$ cat config.mk
export PLATFORM = sky130hd
export DESIGN_NAME = hctnc_hash
export DESIGN_NICKNAME = d
export VERILOG_FILES = /design/src/rtl/hctnc_hash.sv
export SDC_FILE = /design/constraint.sdc
export NUM_CORES = 1
export LEC_CHECK = 0
export CAP_MARGIN = 20
export CORE_MARGIN = 2
export CORE_UTILIZATION = 59
export CTS_CLUSTER_DIAMETER = 120
export DETAILED_ROUTE_END_ITERATION = 12
export DONT_BUFFER_PORTS = 1
export MAX_ROUTING_LAYER = met4
export PLACE_DENSITY = 0.83
export RECOVER_POWER = 100
export SLEW_MARGIN = 20
export SYNTH_ARGS = -nofsm -noshare
export SYNTH_HDL_FRONTEND = slang
export SYNTH_SLANG_ARGS = --single-unit
$ cat constraint.sdc
create_clock -name i_clk -period 12.1 [get_ports i_clk]
set_input_delay 1.815 -clock i_clk [delete_from_list [all_inputs] [get_ports i_clk]]
set_output_delay 1.815 -clock i_clk [all_outputs]
set_load 0.03 [all_outputs]
$ cat src/rtl/hctnc_hash.sv
// Bucket hash: Cantor pairing of (x, y) reduced modulo the bucket count.
// One multiply, one add, then a bit-serial remainder unless the count is a power of two.
`timescale 1ns / 1ps

module hctnc_hash #(
    parameter int NUM_BUCKETS = 4096,
    parameter int COORD_BITS  = 10
) (
    input  logic                           i_clk,
    input  logic                           i_rst_n,
    input  logic                           i_start,
    input  logic [COORD_BITS-1:0]          i_x,
    input  logic [COORD_BITS-1:0]          i_y,
    output logic                           o_done,
    output logic [$clog2(NUM_BUCKETS)-1:0] o_bucket
);

    localparam int  CW      = COORD_BITS;
    localparam int  PW      = 2 * CW + 2;
    localparam int  BW      = $clog2(NUM_BUCKETS);
    localparam int  PXW     = (PW > BW) ? PW : BW;
    localparam int  RW      = BW + 1;
    localparam int  CNT_W   = $clog2(PXW + 1);
    localparam bit  IS_POW2 = ((NUM_BUCKETS & (NUM_BUCKETS - 1)) == 0);

    typedef enum logic [1:0] {
        H_IDLE,
        H_MUL,
        H_ADD,
        H_MOD
    } t_hstate;

    t_hstate            r_state;
    logic [CW-1:0]      r_x;
    logic [CW-1:0]      r_y;
    logic [PW:0]        r_prod;
    logic [PXW-1:0]     r_p;
    logic [BW-1:0]      r_rem;
    logic [CNT_W-1:0]   r_cnt;
    logic               r_done;
    logic [BW-1:0]      r_bucket;

    logic [CW:0]        w_s;
    logic [CW+1:0]      w_s1;
    logic [PXW-1:0]     w_sum;
    logic [RW-1:0]      w_shift;
    logic [RW-1:0]      w_red;

    assign w_s     = (CW+1)'(r_x) + (CW+1)'(r_y);
    assign w_s1    = (CW+2)'(w_s) + (CW+2)'(1);
    assign w_sum   = PXW'(r_prod[PW:1]) + PXW'(r_y);
    assign w_shift = {r_rem, r_p[PXW-1]};
    assign w_red   = (w_shift >= RW'(NUM_BUCKETS)) ? (w_shift - RW'(NUM_BUCKETS)) : w_shift;

    always_ff @(posedge i_clk) begin
        r_done <= 1'b0;
        if (!i_rst_n) begin
            r_state <= H_IDLE;
        end else begin
            case (r_state)
                H_IDLE: begin
                    if (i_start) begin
                        r_x     <= i_x;
                        r_y     <= i_y;
                        r_state <= H_MUL;
                    end
                end
                H_MUL: begin
                    r_prod  <= (PW+1)'(w_s) * (PW+1)'(w_s1);
                    r_state <= H_ADD;
                end
                H_ADD: begin
                    if (IS_POW2) begin
                        r_bucket <= w_sum[BW-1:0];
                        r_done   <= 1'b1;
                        r_state  <= H_IDLE;
                    end else begin
                        r_p     <= w_sum;
                        r_rem   <= '0;
                        r_cnt   <= CNT_W'(PXW);
                        r_state <= H_MOD;
                    end
                end
                H_MOD: begin
                    r_rem <= w_red[BW-1:0];
                    r_p   <= {r_p[PXW-2:0], 1'b0};
                    r_cnt <= r_cnt - CNT_W'(1);
                    if (r_cnt == CNT_W'(1)) begin
                        r_bucket <= w_red[BW-1:0];
                        r_done   <= 1'b1;
                        r_state  <= H_IDLE;
                    end
                end
                default: begin
                    r_state <= H_IDLE;
                end
            endcase
        end
    end

    assign o_done   = r_done;
    assign o_bucket = r_bucket;

endmodule

==> out/results.txt, run 1 <==
The buffer cell driving the clock tree root was sky130_fd_sc_hd__clkbuf_8. Yosys printed 0 warnings. The final cycle utilization of the critical path works out to 0.673. From bottom edge to top edge, the die measures 98.9 µm. Excluding fillers, the count of instances in the completed layout stands at 630. The initialized floorplan defines 34 standard-cell rows.

For the number of antenna violations at the first check in global routing, the log shows 0. The run finished with clean final reports. Type of the worst setup path: flop to flop. The fraction of layout instances using a drive strength above 1 is 0.0613. After detailed routing, the average wire length per cell comes to 16.7 µm. The number of buffers and inverters on the critical path came out at 1. The wire length of the first global-routing pass was 17.6 mm. The critical path's most frequent cell was sky130_fd_sc_hd__xnor2_1. Broken down by cell family, the worst path's largest delay share belongs to adder cells.

Max-cap violations in this run came to 0. In this run the worst path has a maximum fanout of 13. For the total detailed-routing wirelength, the log shows 10.5 mm.

The post-route clock skew is 0.00830 ns, and the worst slew slack as a fraction of its limit is 0.247. The path class of the tightest hold or removal check is flop to flop. For the number of global-route vias before repair, the log shows 3694.

The logs give 0.0362 for the met3 layer usage reported by global route and 56 for the number of distinct library cells after synthesis. The half-perimeter wire length after placement came out at 8.51 mm. The maximum single-stage delay on the critical path is 0.87 ns, and the total clock buffers created by CTS is 5. The tools report the utilization after layout as 0.633.

The routed layout has 3535 vias. The number of flops mapped to enable cells by yosys came out at 49. Entering global routing, the biggest net connects 22 pins. In the final design database the tool counted 653 nets.

Global routing's busiest layer: met2. In the final layout, flip-flops and latches occupy 1530 µm². Pin placement for this block handled 36 I/O pins.

The critical path goes through ha_1, fa_1, xor2_1, and3_1, nand4_2, nor4_1, xnor2_1, inv_1, nand2_1, fa_1, fa_1, fa_1, fa_1, fa_1, xnor2_1, xnor2_1, xnor2_1, xnor2_1, xnor3_1, xnor2_1, xnor2_1, xnor2_1, xnor2_1. 0 antenna diodes ended up in the layout. In the final layout, the multi-input gates occupy 3350 µm².

The aggregate negative setup slack came out at 0 ns. The slowest stage of the critical path belongs to the cell sky130_fd_sc_hd__xor2_1. The global router's overall resource usage was 0.237; the number of buffers inserted by port buffering was 0.

STA puts the critical path data required time at 12.16 ns. The area of all placed cells without fillers was 5520 µm²; the buffers inserted during post-CTS setup optimization was 0. After global routing the overflow that remains totals 0. Derived from the worst setup path, the maximum achievable clock frequency is 123 MHz. The tools report the final max-slew violation count as 0. The floorplan step defined a die boundary enclosing 9770 µm². The met1 capacity usage during global routing is 0.275. The tools report the starting density of the core as 0.609. In the routed layout, each cell is associated on average with a via count of 5.61. In this run, post-CTS hold repair placed 0 buffers.

Async set-or-reset flop fraction in the synthesized netlist: 0. In the layout the commonest cells are sky130_fd_sc_hd__inv_1, sky130_fd_sc_hd__ha_1, sky130_fd_sc_hd__fa_1. Shortest clock period the worst path allows after layout: 8.14 ns. The CTS sink count was 52; the routability congestion estimate from global placement was 0.988. TritonCTS built the clock tree. The worst setup path is launched from a flop.

The later pin in the worst-skew pair is clocked with a latency of 0.31 ns. The most frequent standard cell in the layout excluding fill and tap cells is sky130_fd_sc_hd__inv_1. For this run, the detailed router's first-pass iteration total came to 5.

Setup repair after global routing left no endpoint under its margin. For the remaining number of nets flagged by the antenna check after routing, the log shows 0. The die is 98.9 µm wide. The logs give 0 for the final hold violation count and 5430 µm² for the area of placed instances. After detailed routing, the number of remaining DRC violations is 0. The met2 global-route usage was 0.411. The area growth from synthesis to layout is 3.91%. Clock-pin slew was measured on the worst setup and hold paths at 0.09 ns.

The layout has 681 filler cells. The run gives 622 as the cell count after placement. The mapped netlist covers 5310 µm². The post-cts sizing count was 0; the net count after synthesis was 651. The most used flip-flop cell after synthesis is sky130_fd_sc_hd__edfxtp_1.

STA puts the critical path data arrival time at 8.20 ns. The mean instance size in the synthesized netlist was 10.2 µm². Count of H-tree levels built during CTS: 2. Setup violations remaining at the end of the flow were counted as 0. In this run, the number of DRC markers left after iteration 0 of detailed routing was 259. The cell count after synthesis came out at 519.

Number of flip-flops and latches in the synthesized netlist: 52. The sequential share of the synthesized area was 0.288; the core area was 8720 µm². At the pin with the least slew margin, the transition time is 1.13 ns.

STA classifies the critical path endpoint as a flop. Counting along the longest clock path gives a buffer depth of 2.
## per-stage QoR
step                      hold WS [ns]  worst slack (ns)
final                            0.512              3.96
after global routing             0.550              3.48
after CTS                        0.518              4.32
after detailed placement         0.496              4.35
after global placement           0.490              4.59
after floorplan                  0.462              5.31
## cells by family (layout without fill, tap and decap cells)
logic type,after synthesis,after routing,share of synthesized area
fa+ha+maj,109,109,0.328
simple gates,143,143,0.138
xor+xnor,43,43,0.0827
compound gates,61,61,0.0808
buf+inv,109,112,0.0785
flops,52,52,0.288
mux,2,2,0.00377
## final timing paths
kind / startpoint / to / slack (ns) / cells past startpoint
max: r_y[0] / r_prod[12] / 3.96 / 23
min: r_state[0] / o_done / 0.51 / 1
max reg2reg: r_y[0] / r_prod[12] / 3.96 / 23
min reg2reg: r_state[0] / o_done / 0.51 / 1
## routing by layer
layer,vias to the layer above,share of wire
met5,-,0
met4,0,0.037
met3,27,0.053
met2,115,0.51
met1,1714,0.39
li1,1679,-
## synthesized netlist by cell type (3+ instances only)
cell	n	area (µm²)
sky130_fd_sc_hd__xnor2_1	28	245
sky130_fd_sc_hd__edfxtp_1	49	1470
sky130_fd_sc_hd__nor2_1	44	165
sky130_fd_sc_hd__a21boi_0	5	37.5
sky130_fd_sc_hd__and3_1	3	18.8
sky130_fd_sc_hd__nand2b_1	22	138
sky130_fd_sc_hd__and2_1	11	68.8
sky130_fd_sc_hd__clkbuf_1	7	26.3
sky130_fd_sc_hd__o21a_1	3	22.5
sky130_fd_sc_hd__a21oi_1	15	75.1
sky130_fd_sc_hd__nor3_1	8	40.0
sky130_fd_sc_hd__ha_1	59	738
sky130_fd_sc_hd__nand2_1	31	116
sky130_fd_sc_hd__inv_1	99	372
sky130_fd_sc_hd__xor2_1	9	78.8
sky130_fd_sc_hd__nor2b_1	8	50.1
sky130_fd_sc_hd__fa_1	50	1000
sky130_fd_sc_hd__o21ai_0	10	50.1
sky130_fd_sc_hd__a21o_1	8	60.1
sky130_fd_sc_hd__dfxtp_1	3	60.1
## worst reg2reg max path: stages, from the launching register on
cell,delay [ns]
sky130_fd_sc_hd__edfxtp_1,0.41
sky130_fd_sc_hd__ha_1,0.23
sky130_fd_sc_hd__fa_1,0.40
sky130_fd_sc_hd__xor2_1,0.87
sky130_fd_sc_hd__and3_1,0.34
sky130_fd_sc_hd__nand4_2,0.15
sky130_fd_sc_hd__nor4_1,0.80
sky130_fd_sc_hd__xnor2_1,0.22
sky130_fd_sc_hd__inv_1,0.10
sky130_fd_sc_hd__nand2_1,0.06
sky130_fd_sc_hd__fa_1,0.54
sky130_fd_sc_hd__fa_1,0.57
sky130_fd_sc_hd__fa_1,0.45
sky130_fd_sc_hd__fa_1,0.52
sky130_fd_sc_hd__fa_1,0.44
sky130_fd_sc_hd__xnor2_1,0.21
sky130_fd_sc_hd__xnor2_1,0.16
sky130_fd_sc_hd__xnor2_1,0.15
sky130_fd_sc_hd__xnor2_1,0.16
sky130_fd_sc_hd__xnor3_1,0.34
sky130_fd_sc_hd__xnor2_1,0.23
sky130_fd_sc_hd__xnor2_1,0.21
sky130_fd_sc_hd__xnor2_1,0.20
sky130_fd_sc_hd__xnor2_1,0.11
## flip-flops by register name (all words and copies together) (netlist names)
register and cells:
o_bucket 12, o_done 1, r_cnt 5, r_prod 12
r_state 2, r_x 10, r_y 10
## area by class of cell
type                       count  area share
inverter                     101      0.0687
sequential                    52       0.278
timing repair buffer           3     0.00340
multi-input combinational    358       0.608
clock buffer                   6      0.0150
clock inverter                 2     0.00272
tap                          108      0.0245
Power of run 1 is left out: the tool's default activity adds up to more than one toggle a clock period on the data nets, which glitch-free logic cannot reach.
==> inputs of run 2 (changes only) <==
--- a/config.mk
+++ b/config.mk
@@ -5,6 +5,7 @@
 export SDC_FILE = /design/constraint.sdc
 export NUM_CORES = 1
 export LEC_CHECK = 0
+export ABC_AREA = 1
 export CAP_MARGIN = 20
 export CORE_MARGIN = 2
 export CORE_UTILIZATION = 59
==> constraint.sdc (replaced) <==
create_clock -name i_clk -period 8.1 [get_ports i_clk]
set_input_delay 1.215 -clock i_clk [delete_from_list [all_inputs] [get_ports i_clk]]
set_output_delay 1.215 -clock i_clk [all_outputs]
set_load 0.03 [all_outputs]
==> run 2 against run 1 <==
Against the previous run: via count up 27%; global-route usage up 4.4 points; core utilization up 0.17 points; cell area up 6.7%; clock skew up 0.0094 ns; synthesized cell count up 33%; register-to-register slack worse by 3.1 ns; non-clock buffer count down 2; worst hold slack better by 0.0095 ns; critical path type unchanged.
==> out/results.txt, run 2 <==
The shortest clock period the worst path allows after layout is 7.28 ns (-0.863 ns). The width of the die was 102 µm (+3.1%). Number of antenna diodes: 0 (unchanged). The post-cts sizing count is 0 (unchanged), and the final cycle utilization of the critical path is 0.898 (+0.226). The library cell used most frequently in the layout, excluding fill and tap cells, is sky130_fd_sc_hd__inv_1. The logs give 0 (unchanged) for the final hold violation count and 286 (+10%) for the starting DRC count in detailed routing. The area of all placed cells without fillers is 5890 µm² (+6.7%).

The final hold slack is 0.522 ns (+0.00949 ns). The area of placed instances is 5810 µm² (+7.0%). The number of ports placed on the die boundary was 36 (unchanged). By area the synthesized netlist is led by sky130_fd_sc_hd__edfxtp_1, sky130_fd_sc_hd__fa_1, sky130_fd_sc_hd__ha_1, sky130_fd_sc_hd__inv_1, sky130_fd_sc_hd__nand2_1.

The critical path in this run is classified as flop to flop. The starting density of the core was 0.610 (+0.000952). Detailed-route DRC error count: 0 (unchanged). For the required time of the worst setup path, the log shows 8.18 ns (-3.98 ns). The tools report the sequential share of the synthesized area as 0.271 (-0.0179). The post-detailed-route wirelength per cell came out at 15.7 µm (-5.8%). The clock latency on the worst-skew pair came out at 0.32 ns (about the same).

For the half-perimeter wire length after placement, the log shows 10.8 mm (+27%). The maximum clock frequency was 137 MHz (+12%); the highest ir drop seen on vdd was 0.276 mV. The buffers inserted during post-CTS setup optimization was 0 (unchanged).

Count of H-tree levels built during CTS: 2 (unchanged). The floorplan die height was 102 µm (+3.1%). Arrival time reported for the critical path endpoint: 7.35 ns (-0.85 ns). Share of Yosys cell area claimed by the top area cell type: 0.260 (-0.0172). Setup repair after global routing left no endpoint under its margin.

The final-stage net count was 826 (+26%); the number of detailed-routing iterations run before antenna repair was 5 (unchanged). For the global router's overall resource usage, the log shows 0.281 (+0.0443). The biggest fanout along the worst timing path was 8 (-5). The launch point of the worst hold path was r_state[1]. Routability congestion estimate from global placement: 0.947 (-4.2%).

The worst-case setup slack after placement is 1.04 ns (-3.31 ns). The logs give 13.0 mm (+23%) for the total detailed-routing wirelength and 822 (+26%) for the net count after synthesis. The setup violation total in the final timing report is 0 (unchanged).

The number of flip-flops and latches in the synthesized netlist was 52 (unchanged); the number of buffers and inverters on the critical path was 7 (+6). The worst register-to-register path ends at r_prod[12]. The clock-pin slew on the worst setup and hold paths was 0.11 ns (+0.02 ns). Counting instances in the post-synthesis netlist gives the leading cell types as sky130_fd_sc_hd__inv_1, sky130_fd_sc_hd__nand2_1, sky130_fd_sc_hd__ha_1, sky130_fd_sc_hd__nor2_1, sky130_fd_sc_hd__fa_1. The top cell types in the final layout, fill and taps aside, are sky130_fd_sc_hd__inv_1, sky130_fd_sc_hd__nand2_1, sky130_fd_sc_hd__nor2_1. For the overall power consumption, the log shows 2.57 mW. The dominant delay contributor by cell family on the critical path was adder cells. Compared with the post-synthesis result, the final layout area differs by 4.02%. The CTS sink count is 52 (unchanged), and the smallest setup slack after layout is 0.823 ns (-3.14 ns).

The number of placement rows came out at 35 (+2.9%). The synthesized netlist cell count was 690 (+33%). The worst slew slack as a fraction of its limit is 0.238 (-0.00893). The run gives 0.634 (+0.00166) as the utilization after layout. The pin count of the biggest net entering global routing came out at 20 (-9.1%). The number of flops mapped to enable cells by yosys was 49 (unchanged); the post-route clock skew was 0.0177 ns (+0.00943 ns). The tools report the start of the worst register-to-register path as r_y[0]. The final standard cell count with taps included and fillers excluded was 824 (+31%).

The run gives 4497 (+27%) as the total via count after detailed routing. The endpoint kind of the worst setup timing path is a flop. The cell with the most instances after synthesis was sky130_fd_sc_hd__inv_1.

For hold timing, the worst endpoint is o_done. The number of cells on the worst reg-to-reg path works out to 32 (+39%). The maximum single-stage delay on the critical path came out at 0.72 ns (-0.15 ns). The total clock buffers created by CTS was 5 (unchanged); the async set-or-reset flop fraction in the synthesized netlist was 0 (unchanged). The largest individual stage delay along the critical path comes from the cell sky130_fd_sc_hd__fa_1. The cell area after synthesis was 5660 µm² (+6.6%); the sum of overflow across all layers after global routing was 0 (unchanged).

By instance count, the cell type seen most on the critical path is sky130_fd_sc_hd__nand2_1. The maximum count of clock buffers along a single path was 2 (unchanged); the core area was 9280 µm² (+6.5%). The run finished with clean final reports. The power density over the cells was 436 nW/µm².

Mean instance size in the synthesized netlist: 8.20 µm² (-20%). The worst hold path belongs to the class flop to flop. The cell accounting for the most synthesized area was sky130_fd_sc_hd__edfxtp_1. The transition time at the pin with the least slew margin was 1.14 ns (+0.00919 ns); the hold buffer count at CTS was 0 (unchanged). The cell count after placement was 816 (+31%); the final max-slew violation count was 0 (unchanged). The logs give 0 (unchanged) for the number of antenna violations at the first check in global routing and 4589 (+24%) for the number of global-route vias before repair. The number of buffers inserted by port buffering was 0 (unchanged). The logs give 0.82 ns (-3.14 ns) for the minimum setup slack among reg-to-reg paths and 0 (unchanged) for the reported max-cap violation count.

The aggregate negative setup slack came out at 0 ns (unchanged). The remaining number of nets flagged by the antenna check after routing is 0 (unchanged), and the die area is 10400 µm² (+6.4%). The fraction of layout instances using a drive strength above 1 is 0.0691 (+0.00776), and the number of synthesis warnings is 0 (unchanged).

Most used flip-flop cell after synthesis: sky130_fd_sc_hd__edfxtp_1. The vias per cell is 5.46 (-2.7%). TritonCTS built the clock tree. The instance count along the most critical hold path works out to 2 (+1).

Static leakage: 2.95 nW. The wire length of the first global-routing pass was 21.7 mm (+23%). The tools report the critical path launch point type as a flop.

The layout filler cell count is 794 (+17%), and the number of distinct library cells after synthesis is 34 (-39%). The tree is rooted in a sky130_fd_sc_hd__clkbuf_8.
-- run 2: worst min-delay path: stages (launching register included) --
cell and delay, ns:
sky130_fd_sc_hd__dfxtp_1 0.35, sky130_fd_sc_hd__nand2_1 0.09, sky130_fd_sc_hd__nor2_1 0.05
-- run 2: area by class of cell --
type,instances,area (µm²),share of cell area
clock buffers,5,68.8,0.0117
clock inverters,3,28.8,0.00489
inverters,162,608,0.103
multi-input cells,472,3490,0.592
flip-flops and latches,52,1530,0.260
well taps,129,161,0.0274
repair buffers,1,3.75,0.000637
-- run 2: per-layer routing --
layer,track usage,up-vias,part of all wire
met5,-,-,0
met4,0.102,0,0.037
met3,0.0465,40,0.065
met2,0.462,190,0.48
met1,0.353,2102,0.42
li1,-,2165,-
-- run 2: logic make-up (layout without fill, tap and decap cells) --
logic type	Yosys count	in the layout	share of synthesized area
fa+ha+maj	109	109	0.307
flops	52	52	0.271
xor+xnor	15	15	0.0232
compound gates	54	54	0.0524
simple gates	294	294	0.236
buf+inv	166	171	0.111
-- run 2: how the worst max path moves through the flow --
stage	depth (start not counted)	to	slack (ns)	from
after CTS	29	r_prod[12]	0.98	r_y[0]
after detailed placement	29	r_prod[12]	1.04	r_x[0]
after floorplan	29	r_prod[12]	1.70	r_y[0]
after global routing	32	r_prod[12]	0.42	r_y[0]
final	32	r_prod[12]	0.82	r_y[0]
after global placement	29	r_prod[12]	1.39	r_y[0]
-- run 2: report_power, final --
group / switching (mW) / total [mW] / internal, mW
logic: 1.22 / 1.97 / 0.744
registers: 0.0228 / 0.442 / 0.420
clock network: 0.0942 / 0.160 / 0.0654
(Power assumes the default switching activity.)
